File: src/pwmc_pkg.sv
// Shared types and constants for the PWM period and duty calculator.
package pwmc_pkg;

    // Field and datapath widths
    localparam int unsigned FIELD_W  = 17;   // reload, compare, frequency
    localparam int unsigned PERIOD_W = 18;   // reload + 1 may reach 2**17
    localparam int unsigned DUTY_W   = 7;
    localparam int unsigned DIV_W    = 36;   // dividend and quotient
    localparam int unsigned DVSR_W   = 20;   // divisor (frequency up to 1 MHz)
    localparam int unsigned CNT_W    = $clog2(DIV_W + 1);

    // Action codes
    localparam logic [1:0] ACT_SET_FREQ = 2'd0;
    localparam logic [1:0] ACT_SET_DUTY = 2'd1;
    localparam logic [1:0] ACT_QUERY    = 2'd2;

    // Reset and fixed constants
    localparam logic [FIELD_W-1:0] RELOAD_RST  = 17'd999;
    localparam logic [FIELD_W-1:0] COMPARE_RST = 17'd500;
    localparam logic [FIELD_W-1:0] FIELD_MAX   = 17'h1FFFF;
    localparam logic [DUTY_W-1:0]  DUTY_FULL   = 7'd100;
    localparam logic [31:0]        DUTY_LIMIT  = 32'd100;
    localparam logic [DVSR_W-1:0]  PCT_DIVISOR = 20'd100;
    localparam logic [DIV_W-1:0]   PCT_ROUND   = 36'd50;
    localparam logic [PERIOD_W-1:0] PCT_SCALE  = 18'd100;

    // Input word
    typedef struct packed {
        logic [1:0]  action;
        logic [31:0] value;
    } in_word_t;

    // Result word
    typedef struct packed {
        logic               accepted;
        logic [FIELD_W-1:0] reload_out;
        logic [FIELD_W-1:0] compare_out;
        logic [FIELD_W-1:0] frequency_out;
        logic [DUTY_W-1:0]  duty_out;
    } out_word_t;

    // Divider request and response
    typedef struct packed {
        logic              start;
        logic [DIV_W-1:0]  dividend;
        logic [DVSR_W-1:0] divisor;
    } div_req_t;

    typedef struct packed {
        logic             done;
        logic [DIV_W-1:0] quotient;
    } div_rsp_t;

endpackage

File: src/pwmc_div.sv
// Restoring serial divider, one quotient bit per cycle.
module pwmc_div
    import pwmc_pkg::*;
(
    input  logic     aclk,
    input  logic     aresetn,
    input  div_req_t req,
    output div_rsp_t rsp
);

    logic              busy_reg;
    logic              done_reg;
    logic [CNT_W-1:0]  cnt_reg;
    logic [DVSR_W-1:0] rem_reg;
    logic [DVSR_W-1:0] dvsr_reg;
    logic [DIV_W-1:0]  quo_reg;

    logic [DVSR_W:0]   trial;
    logic [DVSR_W:0]   diff;
    logic              fits;
    logic [DVSR_W-1:0] rem_next;

    // One trial subtraction
    always_comb begin
        trial    = {rem_reg, quo_reg[DIV_W-1]};
        diff     = trial - {1'b0, dvsr_reg};
        fits     = (trial >= {1'b0, dvsr_reg});
        rem_next = fits ? diff[DVSR_W-1:0] : trial[DVSR_W-1:0];
    end

    // Control
    always_ff @(posedge aclk) begin
        if (!aresetn) begin
            busy_reg <= 1'b0;
            done_reg <= 1'b0;
            cnt_reg  <= '0;
        end else begin
            if (req.start) begin
                busy_reg <= 1'b1;
                cnt_reg  <= CNT_W'(DIV_W);
            end else if (busy_reg) begin
                cnt_reg <= cnt_reg - CNT_W'(1);
                if (cnt_reg == CNT_W'(1)) begin
                    busy_reg <= 1'b0;
                end
            end
            // one-cycle pulse after the last quotient bit
            done_reg <= !req.start && busy_reg && (cnt_reg == CNT_W'(1));
        end
    end

    // Datapath: quotient bits shift in as dividend bits shift out
    always_ff @(posedge aclk) begin
        if (req.start) begin
            quo_reg  <= req.dividend;
            rem_reg  <= '0;
            dvsr_reg <= req.divisor;
        end else if (busy_reg) begin
            rem_reg <= rem_next;
            quo_reg <= {quo_reg[DIV_W-2:0], fits};
        end
    end

    assign rsp.done     = done_reg;
    assign rsp.quotient = quo_reg;

endmodule

File: src/pwm_period_duty_calculator_core.sv
// PWM period and duty calculator: sequencer, multiplier and shared divider.
//
// Holds a PWM reload value (period minus one, in ticks) and a compare value,
// 999 and 500 after reset (1 kHz at 50% with a 1 MHz tick). A set-frequency
// word (10..100000 Hz by default) recomputes the rounded period and rescales
// the compare so the duty ratio is kept; a set-duty word (0..100%) sets the
// compare from the period; a query, or action code 3, changes nothing. Out of
// range requests are rejected with accepted low and leave the state alone.
// Each word returns one result with the registers and the rounded current
// frequency and duty. One word is processed at a time: s_ready is high only
// while the sequencer is idle. All divisions run on one restoring divider at
// one quotient bit per cycle. A set-duty or query word needs one division when
// the compare ends at zero or at the full period (e.g. set-duty at 0 or 100%),
// two for a query at partial duty and three for set-duty at partial duty, and
// a set-frequency with a rescaled compare needs up to four, so the number of
// divisions sets the time a word takes. The result sits in an output
// register, so the next word may be accepted while it waits for m_ready.
module pwm_period_duty_calculator_core
    import pwmc_pkg::*;
#(
    parameter int unsigned TICK_RATE_HZ = 1000000,
    parameter int unsigned MIN_FREQ_HZ  = 10,
    parameter int unsigned MAX_FREQ_HZ  = 100000
) (
    input  logic      aclk,
    input  logic      aresetn,
    input  logic      s_valid,
    output logic      s_ready,
    input  in_word_t  s_data,
    output logic      m_valid,
    input  logic      m_ready,
    output out_word_t m_data
);

    localparam logic [DIV_W-1:0] TICK_DW = DIV_W'(TICK_RATE_HZ);
    localparam logic [31:0]      MIN_F   = 32'(MIN_FREQ_HZ);
    localparam logic [31:0]      MAX_F   = 32'(MAX_FREQ_HZ);

    typedef enum logic [9:0] {
        ST_IDLE     = 10'b0000000001,
        ST_PER_DIV  = 10'b0000000010,
        ST_CCR_MUL  = 10'b0000000100,
        ST_CCR_DIV  = 10'b0000001000,
        ST_SD_MUL   = 10'b0000010000,
        ST_SD_DIV   = 10'b0000100000,
        ST_FREQ_DIV = 10'b0001000000,
        ST_DUTY_MUL = 10'b0010000000,
        ST_DUTY_DIV = 10'b0100000000,
        ST_DONE     = 10'b1000000000
    } state_t;

    state_t             state_reg;
    logic               div_go_reg;
    logic [FIELD_W-1:0] reload_reg;
    logic [FIELD_W-1:0] compare_reg;
    logic [FIELD_W-1:0] pn_reg;
    logic [31:0]        val_reg;
    logic               ok_reg;
    logic [FIELD_W-1:0] freq_reg;
    logic [DUTY_W-1:0]  duty_reg;
    logic [DIV_W-1:0]   mul_reg;
    logic               m_valid_reg;
    out_word_t          m_data_reg;

    state_t             state_next;
    logic               div_go_next;
    logic [FIELD_W-1:0] reload_next;
    logic [FIELD_W-1:0] compare_next;
    logic [FIELD_W-1:0] pn_next;
    logic [31:0]        val_next;
    logic               ok_next;
    logic [FIELD_W-1:0] freq_next;
    logic [DUTY_W-1:0]  duty_next;
    logic               m_valid_next;
    out_word_t          m_data_next;

    logic [PERIOD_W-1:0] period;
    logic [PERIOD_W-1:0] mul_a;
    logic [PERIOD_W-1:0] mul_b;
    logic [FIELD_W-1:0]  q_sat;
    logic                q_zero;
    logic                cmp_full;
    logic                freq_ok;
    div_req_t            div_req;
    div_rsp_t            div_rsp;

    pwmc_div u_div (
        .aclk    (aclk),
        .aresetn (aresetn),
        .req     (div_req),
        .rsp     (div_rsp)
    );

    // Period, quotient saturation and range checks
    always_comb begin
        period   = {1'b0, reload_reg} + PERIOD_W'(1);
        q_zero   = (div_rsp.quotient == '0);
        q_sat    = (div_rsp.quotient > DIV_W'(FIELD_MAX)) ? FIELD_MAX
                                                         : div_rsp.quotient[FIELD_W-1:0];
        cmp_full = ({1'b0, compare_reg} >= period);
        freq_ok  = (s_data.value >= MIN_F) && (s_data.value <= MAX_F);
    end

    // Multiplier operand select
    always_comb begin
        unique case (state_reg)
            ST_CCR_MUL: begin
                mul_a = {1'b0, compare_reg};
                mul_b = {1'b0, pn_reg};
            end
            ST_SD_MUL: begin
                mul_a = period;
                mul_b = PERIOD_W'(val_reg[DUTY_W-1:0]);
            end
            ST_DUTY_MUL: begin
                mul_a = {1'b0, compare_reg};
                mul_b = PCT_SCALE;
            end
            default: begin
                mul_a = '0;
                mul_b = '0;
            end
        endcase
    end

    // Divider operand select; launch on entering a divide state
    always_comb begin
        div_req.start = div_go_reg;
        unique case (state_reg)
            ST_PER_DIV: begin
                div_req.dividend = TICK_DW + DIV_W'(val_reg[DVSR_W-1:1]);
                div_req.divisor  = val_reg[DVSR_W-1:0];
            end
            ST_CCR_DIV: begin
                div_req.dividend = mul_reg + DIV_W'(period[PERIOD_W-1:1]);
                div_req.divisor  = DVSR_W'(period);
            end
            ST_SD_DIV: begin
                div_req.dividend = mul_reg + PCT_ROUND;
                div_req.divisor  = PCT_DIVISOR;
            end
            ST_FREQ_DIV: begin
                div_req.dividend = TICK_DW + DIV_W'(period[PERIOD_W-1:1]);
                div_req.divisor  = DVSR_W'(period);
            end
            ST_DUTY_DIV: begin
                div_req.dividend = mul_reg + DIV_W'(period[PERIOD_W-1:1]);
                div_req.divisor  = DVSR_W'(period);
            end
            default: begin
                div_req.dividend = '0;
                div_req.divisor  = '0;
            end
        endcase
    end

    // Shared multiplier, registered
    always_ff @(posedge aclk) begin
        if ((state_reg == ST_CCR_MUL) || (state_reg == ST_SD_MUL)
            || (state_reg == ST_DUTY_MUL)) begin
            mul_reg <= mul_a * mul_b;
        end
    end

    // Sequencer next state
    always_comb begin
        state_next   = state_reg;
        div_go_next  = 1'b0;
        reload_next  = reload_reg;
        compare_next = compare_reg;
        pn_next      = pn_reg;
        val_next     = val_reg;
        ok_next      = ok_reg;
        freq_next    = freq_reg;
        duty_next    = duty_reg;
        m_valid_next = m_valid_reg && !m_ready;
        m_data_next  = m_data_reg;

        unique case (state_reg)
            ST_IDLE: begin
                if (s_valid) begin
                    val_next    = s_data.value;
                    ok_next     = 1'b1;
                    state_next  = ST_FREQ_DIV;
                    div_go_next = 1'b1;
                    if (s_data.action == ACT_SET_FREQ) begin
                        if (freq_ok) begin
                            state_next = ST_PER_DIV;
                        end else begin
                            ok_next = 1'b0;
                        end
                    end else if (s_data.action == ACT_SET_DUTY) begin
                        if (s_data.value > DUTY_LIMIT) begin
                            ok_next = 1'b0;
                        end else if (s_data.value == '0) begin
                            compare_next = '0;
                        end else if (s_data.value == DUTY_LIMIT) begin
                            compare_next = period[FIELD_W-1:0];
                        end else begin
                            state_next  = ST_SD_MUL;
                            div_go_next = 1'b0;
                        end
                    end
                end
            end

            ST_PER_DIV: begin
                if (div_rsp.done) begin
                    state_next  = ST_FREQ_DIV;
                    div_go_next = 1'b1;
                    pn_next     = q_sat;
                    if (q_zero) begin
                        ok_next = 1'b0;
                    end else if (compare_reg == '0) begin
                        reload_next = q_sat - FIELD_W'(1);
                    end else if (cmp_full) begin
                        reload_next  = q_sat - FIELD_W'(1);
                        compare_next = q_sat;
                    end else begin
                        state_next  = ST_CCR_MUL;
                        div_go_next = 1'b0;
                    end
                end
            end

            ST_CCR_MUL: begin
                state_next  = ST_CCR_DIV;
                div_go_next = 1'b1;
            end

            ST_CCR_DIV: begin
                if (div_rsp.done) begin
                    compare_next = div_rsp.quotient[FIELD_W-1:0];
                    reload_next  = pn_reg - FIELD_W'(1);
                    state_next   = ST_FREQ_DIV;
                    div_go_next  = 1'b1;
                end
            end

            ST_SD_MUL: begin
                state_next  = ST_SD_DIV;
                div_go_next = 1'b1;
            end

            ST_SD_DIV: begin
                if (div_rsp.done) begin
                    compare_next = div_rsp.quotient[FIELD_W-1:0];
                    state_next   = ST_FREQ_DIV;
                    div_go_next  = 1'b1;
                end
            end

            ST_FREQ_DIV: begin
                if (div_rsp.done) begin
                    freq_next = q_sat;
                    if (compare_reg == '0) begin
                        duty_next  = '0;
                        state_next = ST_DONE;
                    end else if (cmp_full) begin
                        duty_next  = DUTY_FULL;
                        state_next = ST_DONE;
                    end else begin
                        state_next = ST_DUTY_MUL;
                    end
                end
            end

            ST_DUTY_MUL: begin
                state_next  = ST_DUTY_DIV;
                div_go_next = 1'b1;
            end

            ST_DUTY_DIV: begin
                if (div_rsp.done) begin
                    duty_next  = (div_rsp.quotient > DIV_W'(DUTY_FULL))
                                 ? DUTY_FULL : div_rsp.quotient[DUTY_W-1:0];
                    state_next = ST_DONE;
                end
            end

            ST_DONE: begin
                // Load the output register once it is free
                if (!m_valid_reg || m_ready) begin
                    m_data_next.accepted      = ok_reg;
                    m_data_next.reload_out    = reload_reg;
                    m_data_next.compare_out   = compare_reg;
                    m_data_next.frequency_out = freq_reg;
                    m_data_next.duty_out      = duty_reg;
                    m_valid_next              = 1'b1;
                    state_next                = ST_IDLE;
                end
            end

            default: begin
                state_next = ST_IDLE;
            end
        endcase
    end

    // Control and state registers
    always_ff @(posedge aclk) begin
        if (!aresetn) begin
            state_reg   <= ST_IDLE;
            div_go_reg  <= 1'b0;
            reload_reg  <= RELOAD_RST;
            compare_reg <= COMPARE_RST;
            m_valid_reg <= 1'b0;
        end else begin
            state_reg   <= state_next;
            div_go_reg  <= div_go_next;
            reload_reg  <= reload_next;
            compare_reg <= compare_next;
            m_valid_reg <= m_valid_next;
        end
    end

    // Working and output data registers
    always_ff @(posedge aclk) begin
        pn_reg     <= pn_next;
        val_reg    <= val_next;
        ok_reg     <= ok_next;
        freq_reg   <= freq_next;
        duty_reg   <= duty_next;
        m_data_reg <= m_data_next;
    end

    assign s_ready = (state_reg == ST_IDLE);
    assign m_valid = m_valid_reg;
    assign m_data  = m_data_reg;

endmodule
File: config.mk
export PLATFORM = sky130hd
export DESIGN_NAME = pwm_period_duty_calculator_core
export DESIGN_NICKNAME = d
export VERILOG_FILES = /design/src/pwmc_pkg.sv /design/src/pwmc_div.sv /design/src/pwm_period_duty_calculator_core.sv
export SDC_FILE = /design/constraint.sdc
export NUM_CORES = 1
export LEC_CHECK = 0
export BUFFER_PORTS_ARGS = -buffer_cell sky130_fd_sc_hd__buf_2
export CAP_MARGIN = 5
export CORE_AREA = 4 4 215 217
export DETAILED_ROUTE_END_ITERATION = 7
export DIE_AREA = 0 0 219 221
export PLACE_DENSITY = 0.77
export SKIP_LAST_GASP = 1
export SYNTH_ARGS = -nofsm -noshare
export SYNTH_HDL_FRONTEND = slang
export SYNTH_SLANG_ARGS = --single-unit
File: constraint.sdc
create_clock -name aclk -period 20.7 [get_ports aclk]
set_input_delay 1.035 -clock aclk [delete_from_list [all_inputs] [get_ports aclk]]
set_output_delay 1.035 -clock aclk [all_outputs]
set_load 0.01 [all_outputs]
* Word level (Yosys, flattened, before mapping) *
Cells that the tools add are included.

storage, ports and cells
  register bits after elaboration = 287
  word-level logic and storage cells = 180
  bits of input ports = 38
  output and inout port bits = 61

operators by class
  bitwise gates (word level) = 1
  reduce and logical (&&, ||, !) cells = 33
  order comparisons = 7
  add/subtract/negate cells = 9
  multiplexer cells = 76
  $mul = 1
  eq/ne operators = 30

operators by type and width
  kind                                                                                   count
  17-bit two-way mux                                                                     17
  56-bit case mux with 4 select lines                                                    1
  17-bit case mux with 3 select lines                                                    2
  7-bit two-way mux                                                                      13
  10-bit two-way mux                                                                     9
  10-bit case mux with 9 select lines                                                    1
  36-bit two-way mux                                                                     2
  36-bit by 17-bit adder with 36-bit output                                              1
  36-bit by 6-bit adder with 36-bit output (second input constant)                       1
  36-bit by 17-bit > comparator with 1-bit output (second input constant)                1
  36-bit by 7-bit > comparator with 1-bit output (second input constant)                 1
  36-bit logical NOT                                                                     1
  18-bit by 18-bit multiplier with 36-bit output                                         1
  18-bit case mux with 2 select lines                                                    1
  17-bit case mux with 2 select lines                                                    1
  17-bit by 1-bit subtractor with 17-bit output (second input constant)                  2
  32-bit by 7-bit equality test with 1-bit output (second input constant)                1
  32-bit by 4-bit greater-or-equal comparator with 1-bit output (second input constant)  1
  32-bit by 7-bit > comparator with 1-bit output (second input constant)                 1
  32-bit by 17-bit less-or-equal comparator with 1-bit output (second input constant)    1
  32-bit logical NOT                                                                     1
  1-bit two-way mux                                                                      23
  20-bit by 17-bit adder with 21-bit output (first input constant)                       1
  20-bit by 19-bit adder with 21-bit output (first input constant)                       1
  other kinds (41)                                                                       72

* Longest topological paths before layout *
Gate-level depths: netlist (run 1).

  depth in word-level cells = 8
  mapped depth = 33
  depth with buffers taken out = 28

* Modules after synthesis *
Synthesis (run 1) repeated with hierarchy kept, for this count alone.

unflattened totals
  cell total of the unflattened synthesis = 2,764
  area total of the unflattened synthesis = 26,173.9 µm²

modules (own cells, without submodules)
  module                           times used  sequential area each (µm²)  cells each  area each (µm²)
  pwm_period_duty_calculator_core  1           5,635.4                     2,374       21,747.1
  pwmc_div                         1           2,242.2                     390         4,426.7

* Least setup slack after synthesis (run 1) *
OpenSTA, ideal clock, no wires.

  path type = register to register
  start = register state_reg[3]
  end = register mul_reg[34], data pin
  path slack = 12.825 ns
  arrival = 7.617 ns
  buffers on the path = 3
  cell stages (with the launch flop) = 32
  period minus slack after synthesis = 7.875 ns
  cell sequence = dfxtp_1 clkbuf_1 nor3_2 nand3_1 nor3b_1 or2_2 clkbuf_1 buf_2 nand2_1 o21ai_1 nand2_1 fa_1 inv_1 fa_1 inv_1 fa_1 inv_1 fa_1 fa_1 inv_1 fa_1 inv_1 ha_1 a2111oi_0 nand2_1 o21ai_0 a211o_1 a31oi_1 a31o_2 a21o_1 a21oi_1 xnor2_1

on the way
  word-level cells in the longest chain between the ends = 4

ends and longest elaborated chain
  element                                                                                                                    line                                    RTL
  start, declared                                                                                                            pwm_period_duty_calculator_core.sv:52   state_t state_reg;
  start signal, assigned                                                                                                     pwm_period_duty_calculator_core.sv:309  state_reg <= state_next;
  10-bit by 3-bit equality test with 1-bit output / 10-bit by 8-bit equality test with 1-bit output (equally long branches)  pwm_period_duty_calculator_core.sv:106  unique case (state_reg)
  2-bit OR reduction (no source line)                                                                                        -
  18-bit case mux with 2 select lines                                                                                        pwm_period_duty_calculator_core.sv:106
  18-bit by 18-bit multiplier with 36-bit output (*)                                                                         pwm_period_duty_calculator_core.sv:161  mul_reg <= mul_a * mul_b;
  end signal, assigned                                                                                                       pwm_period_duty_calculator_core.sv:161
  end, declared                                                                                                              pwm_period_duty_calculator_core.sv:61   logic [DIV_W-1:0] mul_reg;

Mark *: on every way between the ends. The rest lies on a longest branch, timed or not.
A chain may end at the register's enable or synchronous reset.

* Worst setup path in the final report (run 1) *
  start = register reload_reg[0]
  end = register mul_reg[32], data pin

on the way
  word-level cells in the longest chain between the ends = 3

ends and longest elaborated chain
  element                                         line                                    RTL
  start, declared                                 pwm_period_duty_calculator_core.sv:54   logic [FIELD_W-1:0] reload_reg;
  start signal, assigned                          pwm_period_duty_calculator_core.sv:311  reload_reg <= reload_next;
  17-bit by 1-bit adder with 18-bit output        pwm_period_duty_calculator_core.sv:96   period = {1'b0, reload_reg} + PERIOD_W'(1);
  18-bit case mux with 2 select lines             pwm_period_duty_calculator_core.sv:106
  18-bit by 18-bit multiplier with 36-bit output  pwm_period_duty_calculator_core.sv:161

No other way between the ends.

==> summary by stage, run 1 <==
Outcome
The flow ran to the end, and the final reports show no timing, DRC or antenna violations.

Hold path
Counting instances, the worst hold path has a depth of 0. The path with the worst hold slack has its endpoint at m_data[23]$_DFFE_PP_. The classification of the worst-slack hold path is flop to flop. The launch point of the worst hold path is freq_reg[16]$_DFFE_PP_.

Synth
The number of enable flip-flop cells after synthesis is 213. A synthesized cell averages 9.34 um^2. The post-synthesis instance total is 2822. The register bit total from synthesis is 287. The synthesized netlist contains 108 unique library cells. Summing every instance area after synthesis gives 0.0263 mm^2. Of the synthesized area, sequential elements account for 29.9%.

The Yosys warning count is 0. In the synthesized netlist the dominant register cell turns out to be sky130_fd_sc_hd__edfxtp_1. After synthesis, the share of flip-flops with an asynchronous set or reset is 0%.

Global route
The first global-routing pass estimated 128 mm of wire. The initial antenna violation count is 0. The number of global-route vias before repair came to 22000. The total overflow left after global routing is 0. The global routing usage summed across all routing layers is 34.1%. Entering global routing, the biggest net connects 66 pins.

Critical path
The source of the worst register-to-register timing path is reload_reg[0]$_SDFFE_PN1P_. Across all register-to-register paths, the minimum setup slack is 11.96 ns. For the worst setup path, the data arrival time is 9.08 ns. Of all nets on the critical path, the largest fanout is 12.

The worst register-to-register path ends at mul_reg[32]$_DFFE_PP_. Measured in cells, the most critical reg-to-reg path has a length of 25. The worst setup path is captured at a flop.

STA classifies the critical path startpoint as a flop. The required time of the worst setup path is 21.04 ns. The setup path with the least slack is of type flop to flop.

Power
VDD sags by at most 0.0000704 V. For this design the ratio of total power to cell area is 62.9 mW/mm^2. In this run the static leakage power is 12.1 nW.

Die
The standard cell core area is 0.0441 mm^2. The die boundary width is 219 um. The initialized floorplan defines 77 standard-cell rows. For this configuration, the core starts out at a cell density of 59.7%. The die footprint is 0.0484 mm^2.

Measured along the y axis, the die boundary spans 221 um. The I/O pin count is 99.

Timing
Headroom to the max-slew limit came out at 14.9%. Static timing analysis puts the maximum clock frequency at 114 MHz. Subtracting the final worst setup slack from the clock period gives 8.74 ns. Setup repair after global routing left no endpoint under its margin.

The number of failing hold endpoints at the final stage came to 0. Setup violations remaining at the end of the flow were counted as 0. Between clock sinks in the finished design, the worst skew comes to 0.0240 ns. The worst hold slack is 0.415 ns. Dividing the final minimum period by the clock period gives 42.2%.

Setup slack on the critical path of the routed design comes to 11.96 ns. The number of max-slew violations in the final report is 0. At the pin with the least slew margin, the transition time is 1.27 ns.

The final-layout setup total negative slack is 0 ns.

Cells and area
The number of nets in the layout is 3359. The register with the most flip-flops in the layout has 59 of them. Leaving out fill and tap cells, the most frequent cell in the layout is sky130_fd_sc_hd__inv_1. The top cell types in the final layout, fill and taps aside, are 366 x sky130_fd_sc_hd__inv_1, 347 x sky130_fd_sc_hd__nand2_1, 299 x sky130_fd_sc_hd__nor2_1. The final non-filler cell total is 3525.

The area growth from synthesis to layout is 8.50%. The fraction of final layout cells with drive strength greater than 1 is 9.14%.

Routing
The number of remaining DRC errors is 0. The via count is 22300. The first routing iteration left 2634 violations. The average wire per standard cell is 23.6 um. Once detail routing completed, the nets flagged for antenna violations numbered 0. In the routed layout, each cell is associated on average with a via count of 6.32.

The first TritonRoute pass finished after 6 iterations. The total routed wirelength is 83.2 mm.

Clock tree
The number of hold buffers added after CTS was 0. The setup fix buffers added after clock tree synthesis is 0. The longest clock path from root to sink contains 3 buffers. The clock sink count is 287. The H-tree depth is 1. The source-to-sink clock delay at the later pin of the worst-skew pair is 0.60 ns. Post-CTS repair changed the size of 0 cells. TritonCTS built the clock tree. The number of clock buffers added by TritonCTS is 31. The clock root buffer master is sky130_fd_sc_hd__clkbuf_16. Clock-pin slew was measured on the worst setup and hold paths at 0.06 ns.

Placed design
Input and output buffers added on the ports amount to 98. Timing analysis after detailed placement gives a worst setup slack of 12.05 ns. Detailed placement ended at an HPWL of 64.7 mm. The placed instance count is 3465. The congestion estimate from routability-driven global placement came to 1.02.

Run
The count of maximum capacitance violations is 0.
==> stage by stage <==
step | power [mW] | area [um^2] | util [%]
2_1_floorplan | 1.10 | 26400 | -
4_1_cts | 1.79 | 28600 | 64.8
6_report | 1.80 | 28600 | 64.8
3_3_place_gp | 1.23 | 27600 | 62.5
3_5_place_dp | 1.25 | 27600 | 62.5
5_1_grt | 1.88 | 28600 | 64.8
==> kinds of logic (layout without fill, tap and decap cells) <==
logic type	count (synthesis)	after routing	share of synthesized area, %
adders and majority gates	415	415	26.6
muxes	48	48	1.85
other	2	13	0.0285
and+or+nand+nor	972	972	17.3
AOI/OAI and AO/OA	516	516	13.6
xor gates and xnor gates	107	107	3.66
DFF	287	287	29.9
buffers and inverters	475	575	7.04
==> power by group <==
group          total [mW]  switching [mW]  internal (mW)
Combinational       0.466           0.275          0.190
Clock               0.546           0.236          0.309
Sequential          0.787          0.0924          0.695
Total                1.80           0.604           1.19
==> worst max-delay path, stage by stage (launching register included) <==
cell and delay, ns:
sky130_fd_sc_hd__dfxtp_1 0.51, sky130_fd_sc_hd__ha_1 0.38, sky130_fd_sc_hd__nand3_1 0.22, sky130_fd_sc_hd__nor3_2 0.29
sky130_fd_sc_hd__xor2_2 0.51, sky130_fd_sc_hd__inv_1 0.32, sky130_fd_sc_hd__o21ai_0 0.25, sky130_fd_sc_hd__buf_4 0.26
sky130_fd_sc_hd__nand2_1 0.10, sky130_fd_sc_hd__fa_1 0.55, sky130_fd_sc_hd__fa_1 0.43, sky130_fd_sc_hd__fa_1 0.51
sky130_fd_sc_hd__inv_1 0.05, sky130_fd_sc_hd__fa_1 0.46, sky130_fd_sc_hd__fa_1 0.52, sky130_fd_sc_hd__fa_1 0.51
sky130_fd_sc_hd__ha_1 0.37, sky130_fd_sc_hd__a2111oi_0 0.88, sky130_fd_sc_hd__nand2_1 0.09, sky130_fd_sc_hd__o21ai_0 0.17
sky130_fd_sc_hd__a211o_1 0.20, sky130_fd_sc_hd__a31oi_1 0.14, sky130_fd_sc_hd__a31o_2 0.31, sky130_fd_sc_hd__a21o_1 0.19
sky130_fd_sc_hd__a21oi_1 0.18, sky130_fd_sc_hd__xnor2_1 0.09
==> final cells by class <==
cell class / count / area [um^2]
Antenna cell: 2 / 5.00
Clock buffer: 46 / 926
Clock inverter: 12 / 70.1
Fill cell: 3671 / 15500
Inverter: 367 / 1380
Multi-Input combinational cell: 2069 / 16700
Sequential cell: 287 / 7880
Tap cell: 592 / 741
Timing Repair Buffer: 150 / 881
==> cells in the mapped netlist, types with 12 or more instances <==
cell	number	area, um^2
sky130_fd_sc_hd__o21ai_1	17	85.1
sky130_fd_sc_hd__nand2_1	347	1300
sky130_fd_sc_hd__o21ai_0	96	480
sky130_fd_sc_hd__o211ai_1	19	143
sky130_fd_sc_hd__mux2i_1	43	430
sky130_fd_sc_hd__nor4_1	24	150
sky130_fd_sc_hd__nand4_1	22	138
sky130_fd_sc_hd__a22oi_1	22	165
sky130_fd_sc_hd__a21o_1	43	323
sky130_fd_sc_hd__clkbuf_1	68	255
sky130_fd_sc_hd__nand3_1	51	255
sky130_fd_sc_hd__and2_1	30	188
sky130_fd_sc_hd__ha_1	173	2160
sky130_fd_sc_hd__a31oi_1	28	175
sky130_fd_sc_hd__o22ai_1	17	106
sky130_fd_sc_hd__or2_2	12	75.1
sky130_fd_sc_hd__o221ai_1	13	114
sky130_fd_sc_hd__nor3_1	37	185
sky130_fd_sc_hd__or3_1	31	194
sky130_fd_sc_hd__edfxtp_1	213	6400
sky130_fd_sc_hd__o21a_1	18	135
sky130_fd_sc_hd__a211oi_1	17	128
sky130_fd_sc_hd__inv_1	366	1370
sky130_fd_sc_hd__nor2_1	300	1130
sky130_fd_sc_hd__xor2_1	33	289
sky130_fd_sc_hd__xnor2_1	72	631
sky130_fd_sc_hd__and3_1	17	106
sky130_fd_sc_hd__a21oi_1	103	515
sky130_fd_sc_hd__nand2b_1	15	93.8
sky130_fd_sc_hd__buf_2	27	135
sky130_fd_sc_hd__nor2b_1	19	119
sky130_fd_sc_hd__dfxtp_1	74	1480
sky130_fd_sc_hd__fa_1	242	4840
==> worst max path at each step <==
| stage | start | to | slack [ns] | depth (start not counted) |
|---|---|---|---|---|
| after detailed placement | state_reg[0]$_SDFFE_PN1P_ | mul_reg[32]$_DFFE_PP_ | 12.05 | 30 |
| final | reload_reg[0]$_SDFFE_PN1P_ | mul_reg[32]$_DFFE_PP_ | 11.96 | 25 |
| after floorplan | state_reg[3]$_SDFFE_PN0P_ | mul_reg[34]$_DFFE_PP_ | 12.82 | 31 |
| after CTS | state_reg[6]$_SDFFE_PN0P_ | mul_reg[32]$_DFFE_PP_ | 12.05 | 30 |
| after global routing | state_reg[6]$_SDFFE_PN0P_ | mul_reg[32]$_DFFE_PP_ | 11.56 | 30 |
| after global placement | reload_reg[0]$_SDFFE_PN1P_ | mul_reg[34]$_DFFE_PP_ | 12.19 | 28 |
==> metal layers <==
layer  routed length, um  GRT usage (%)
met5                   0              0
met4                6130           19.4
met3                8660           5.99
met2               37200           52.5
met1               31200           45.6
Power figures use the tool's default switching activity.
==> run 2: changes to the inputs <==
--- a/config.mk
+++ b/config.mk
@@ -7,10 +7,10 @@
 export LEC_CHECK = 0
 export BUFFER_PORTS_ARGS = -buffer_cell sky130_fd_sc_hd__buf_2
 export CAP_MARGIN = 5
-export CORE_AREA = 4 4 215 217
+export CORE_AREA = 4 4 219 221
 export DETAILED_ROUTE_END_ITERATION = 7
-export DIE_AREA = 0 0 219 221
-export PLACE_DENSITY = 0.77
+export DIE_AREA = 0 0 223 225
+export PLACE_DENSITY = 0.78
 export SKIP_LAST_GASP = 1
 export SYNTH_ARGS = -nofsm -noshare
 export SYNTH_HDL_FRONTEND = slang
==> constraint.sdc (replaced) <==
create_clock -name aclk -period 7.9 [get_ports aclk]
set_input_delay 0.395 -clock aclk [delete_from_list [all_inputs] [get_ports aclk]]
set_output_delay 0.395 -clock aclk [all_outputs]
set_load 0.01 [all_outputs]
==> summary by stage, run 2 (synthesis results as in run 1) <==
Outcome
The run finished with clean final reports.

Clock tree
The H-tree depth is 1 (unchanged). The clock transition at the register clock pins on the worst setup and hold paths after CTS came to 0.06 ns (about the same). The source-to-sink clock delay at the later pin of the worst-skew pair came to 0.59 ns (about the same). The total clock buffers created by CTS came to 31 (unchanged). The clock sink count came to 287 (unchanged). The tree is rooted in a sky130_fd_sc_hd__clkbuf_16. The buffer depth of the longest clock path is 3 (unchanged). The clock tree from TritonCTS is yes.

Placed design
The HPWL after detailed placement is 69.6 mm (+7.5%). The placed instance count is 3593 (+3.7%). The number of I/O port buffers came to 98 (unchanged). The area of placed instances is 0.0285 mm^2 (+3.4%). The worst setup slack before clock tree synthesis is 0.0856 ns (-11.97 ns). The placer's final routability congestion estimate is 0.994 (-2.5%).

Global route
The number of global-route vias before repair is 22500 (+2.3%). The aggregate global routing overflow came to 0 (unchanged). The initial antenna violation count came to 0 (unchanged). The wire length of the first global-routing pass is 133 mm (+4.1%). The maximum number of pins on one net before global-route repair is 83 (+26%). The global routing usage summed across all routing layers is 34.3% (+0.21 points).

Routing
The number of iterations in the first detailed-routing pass came to 8 (+2). The average wire per standard cell is 23.8 um (+1.0%). The number of DRC violations after detailed-routing iteration 0 is 2607 (-1.0%). The via count was 22600 (+1.5%). The via density per instance came to 6.17 (-2.3%). The total routed wirelength is 87.4 mm (+5.0%).

The remaining number of nets flagged by the antenna check after routing is 0 (unchanged). The number of remaining DRC errors is 0 (unchanged).

Critical path
The path type of the worst setup path is flop to flop. The maximum single-stage delay on the critical path is 0.60 ns (-0.28 ns). The worst setup path is captured at a flop. The arrival time reported for the critical path endpoint came to 7.92 ns (-1.16 ns). The cell that appears most often on the critical path is sky130_fd_sc_hd__fa_1.

The slowest stage cell on the critical path is sky130_fd_sc_hd__fa_1. The required time of the worst setup path was 8.24 ns (-12.80 ns). The largest fanout of any net on the critical path was 29 (+17). On the critical path the largest part of the delay comes from adder cells. The buffers plus inverters on the worst setup path is 6 (+3).

The register-to-register setup slack is 0.32 ns (-11.65 ns). The startpoint type of the worst setup path is a flop.

Cells and area
The final non-filler cell total is 3664 (+3.9%). The number of nets in the layout is 3486 (+3.8%). Leaving out fill and tap cells, the most frequent cells in the layout are 366 x sky130_fd_sc_hd__inv_1, 346 x sky130_fd_sc_hd__nand2_1, 298 x sky130_fd_sc_hd__nor2_1. The number of diodes added for antenna fixing came to 0 (-2).

The post-layout utilization of the core is 64.7% (-0.098 points). The flip-flop count of the largest register after layout is 59 (unchanged). The fraction of final layout cells with drive strength greater than 1 came to 13.3% (+4.2 points). The summed area of non-filler cells in the final layout came to 0.0299 mm^2 (+4.5%).

Relative to the synthesized area, the layout overhead comes to 13.3%. The commonest non-fill, non-tap cell in the layout is sky130_fd_sc_hd__inv_1.

Hold path
The classification of the worst-slack hold path is input pin to flop.

Power
The leakage power of the design is 12.9 nW (+5.9%). The power per cell area is 164 mW/mm^2 (+160%). The internal power component is 3.26 mW (+170%).

The share of power burned in combinational logic is 25.8% (about the same). The power dissipated by switching net loads was 1.63 mW (+170%). The sum of internal, switching and leakage power came to 4.89 mW (+170%). The proportion of total power due to net switching is 33.3% (-0.30 points). The peak ir drop on the vdd network came to 0.000233 V (+230%). The clock network fraction of total power came to 32.4% (+2.1 points).

The share of total power in sequential cells was 41.8% (-2.0 points).

Run
The count of maximum capacitance violations is 0 (unchanged).

Timing
The number of failing hold endpoints at the final stage came to 0 (unchanged). The final clock period utilization by the worst path is 96.0% (+54 points). The actual slew at the worst max-slew pin was 1.34 ns (+0.0663 ns). The number of setup violations in the final report is 0 (unchanged).

The normalized max-slew margin came to 10.5% (-4.4 points). The minimum setup slack in the final design came to 0.316 ns (-11.65 ns). The worst hold slack is 0.0256 ns (-0.390 ns). The peak clock frequency supported by timing was 132 MHz (+15%). The number of max-slew violations in the final report is 0 (unchanged).

The final critical delay including setup and external delays is 7.58 ns (-1.15 ns). The worst clock skew was 0.0282 ns (+0.00427 ns). The final-layout setup total negative slack is 0 ns (unchanged).

Die
The standard cell core area is 0.0462 mm^2 (+4.6%). The I/O pin count is 99 (unchanged). The count of standard-cell rows came to 79 (+2.6%). The effective utilization at floorplan is 57.1% (-2.6 points).

The die boundary width came to 223 um (+1.8%). The overall die height is 225 um (+1.8%). The die footprint is 0.0502 mm^2 (+3.7%).
## run 2: final cells by class
class	instances	area [um^2]
Clock buffer	36	837
Tap cell	607	759
Inverter	367	1380
Multi-Input combinational cell	2071	16800
Clock inverter	21	259
Sequential cell	287	7890
Fill cell	3807	16300
Timing Repair Buffer	275	1930
## run 2: per-layer routing
metal | GRT usage (%) | wire length, um | up-vias
met3 | 4.86 | 7500 | 282
met4 | 18.6 | 6050 | 0
met5 | 0 | 0 | -
met1 | 44.8 | 33400 | 11100
li1 | - | - | 10100
met2 | 55.8 | 40400 | 1193
## run 2: path summary, 6_finish.rpt
check                          endpoint  depth (start not counted)                       from
setup / recovery  mul_reg[35]$_DFFE_PP_                         26  state_reg[3]$_SDFFE_PN0P_
hold / removal    val_reg[10]$_DFFE_PP_                          1                 s_data[10]
setup reg to reg  mul_reg[35]$_DFFE_PP_                         26  state_reg[3]$_SDFFE_PN0P_
hold reg to reg     m_data[6]$_DFFE_PP_                          0      duty_reg[6]$_DFFE_PP_
## run 2: timing repair
| action | 4_1_cts | 5_1_grt |
|---|---|---|
| gates resized for setup | 0 | 30 |
| hold buffers | 8 | 0 |
| hold endpoints to repair | 8 | 0 |
| buffers inserted | 0 | 4 |
| endpoints found under the setup margin | 0 | 15 |
## run 2: power by group through the flow
| stage | combinational, mW | clock [mW] | sequential (mW) |
|---|---|---|---|
| 2_1_floorplan | 0.927 | 0 | 1.95 |
| 3_3_place_gp | 1.18 | 0 | 2.05 |
| 3_5_place_dp | 1.22 | 0 | 2.06 |
| 4_1_cts | 1.23 | 1.59 | 2.03 |
| 5_1_grt | 1.38 | 1.66 | 2.05 |
| 6_report | 1.26 | 1.59 | 2.04 |
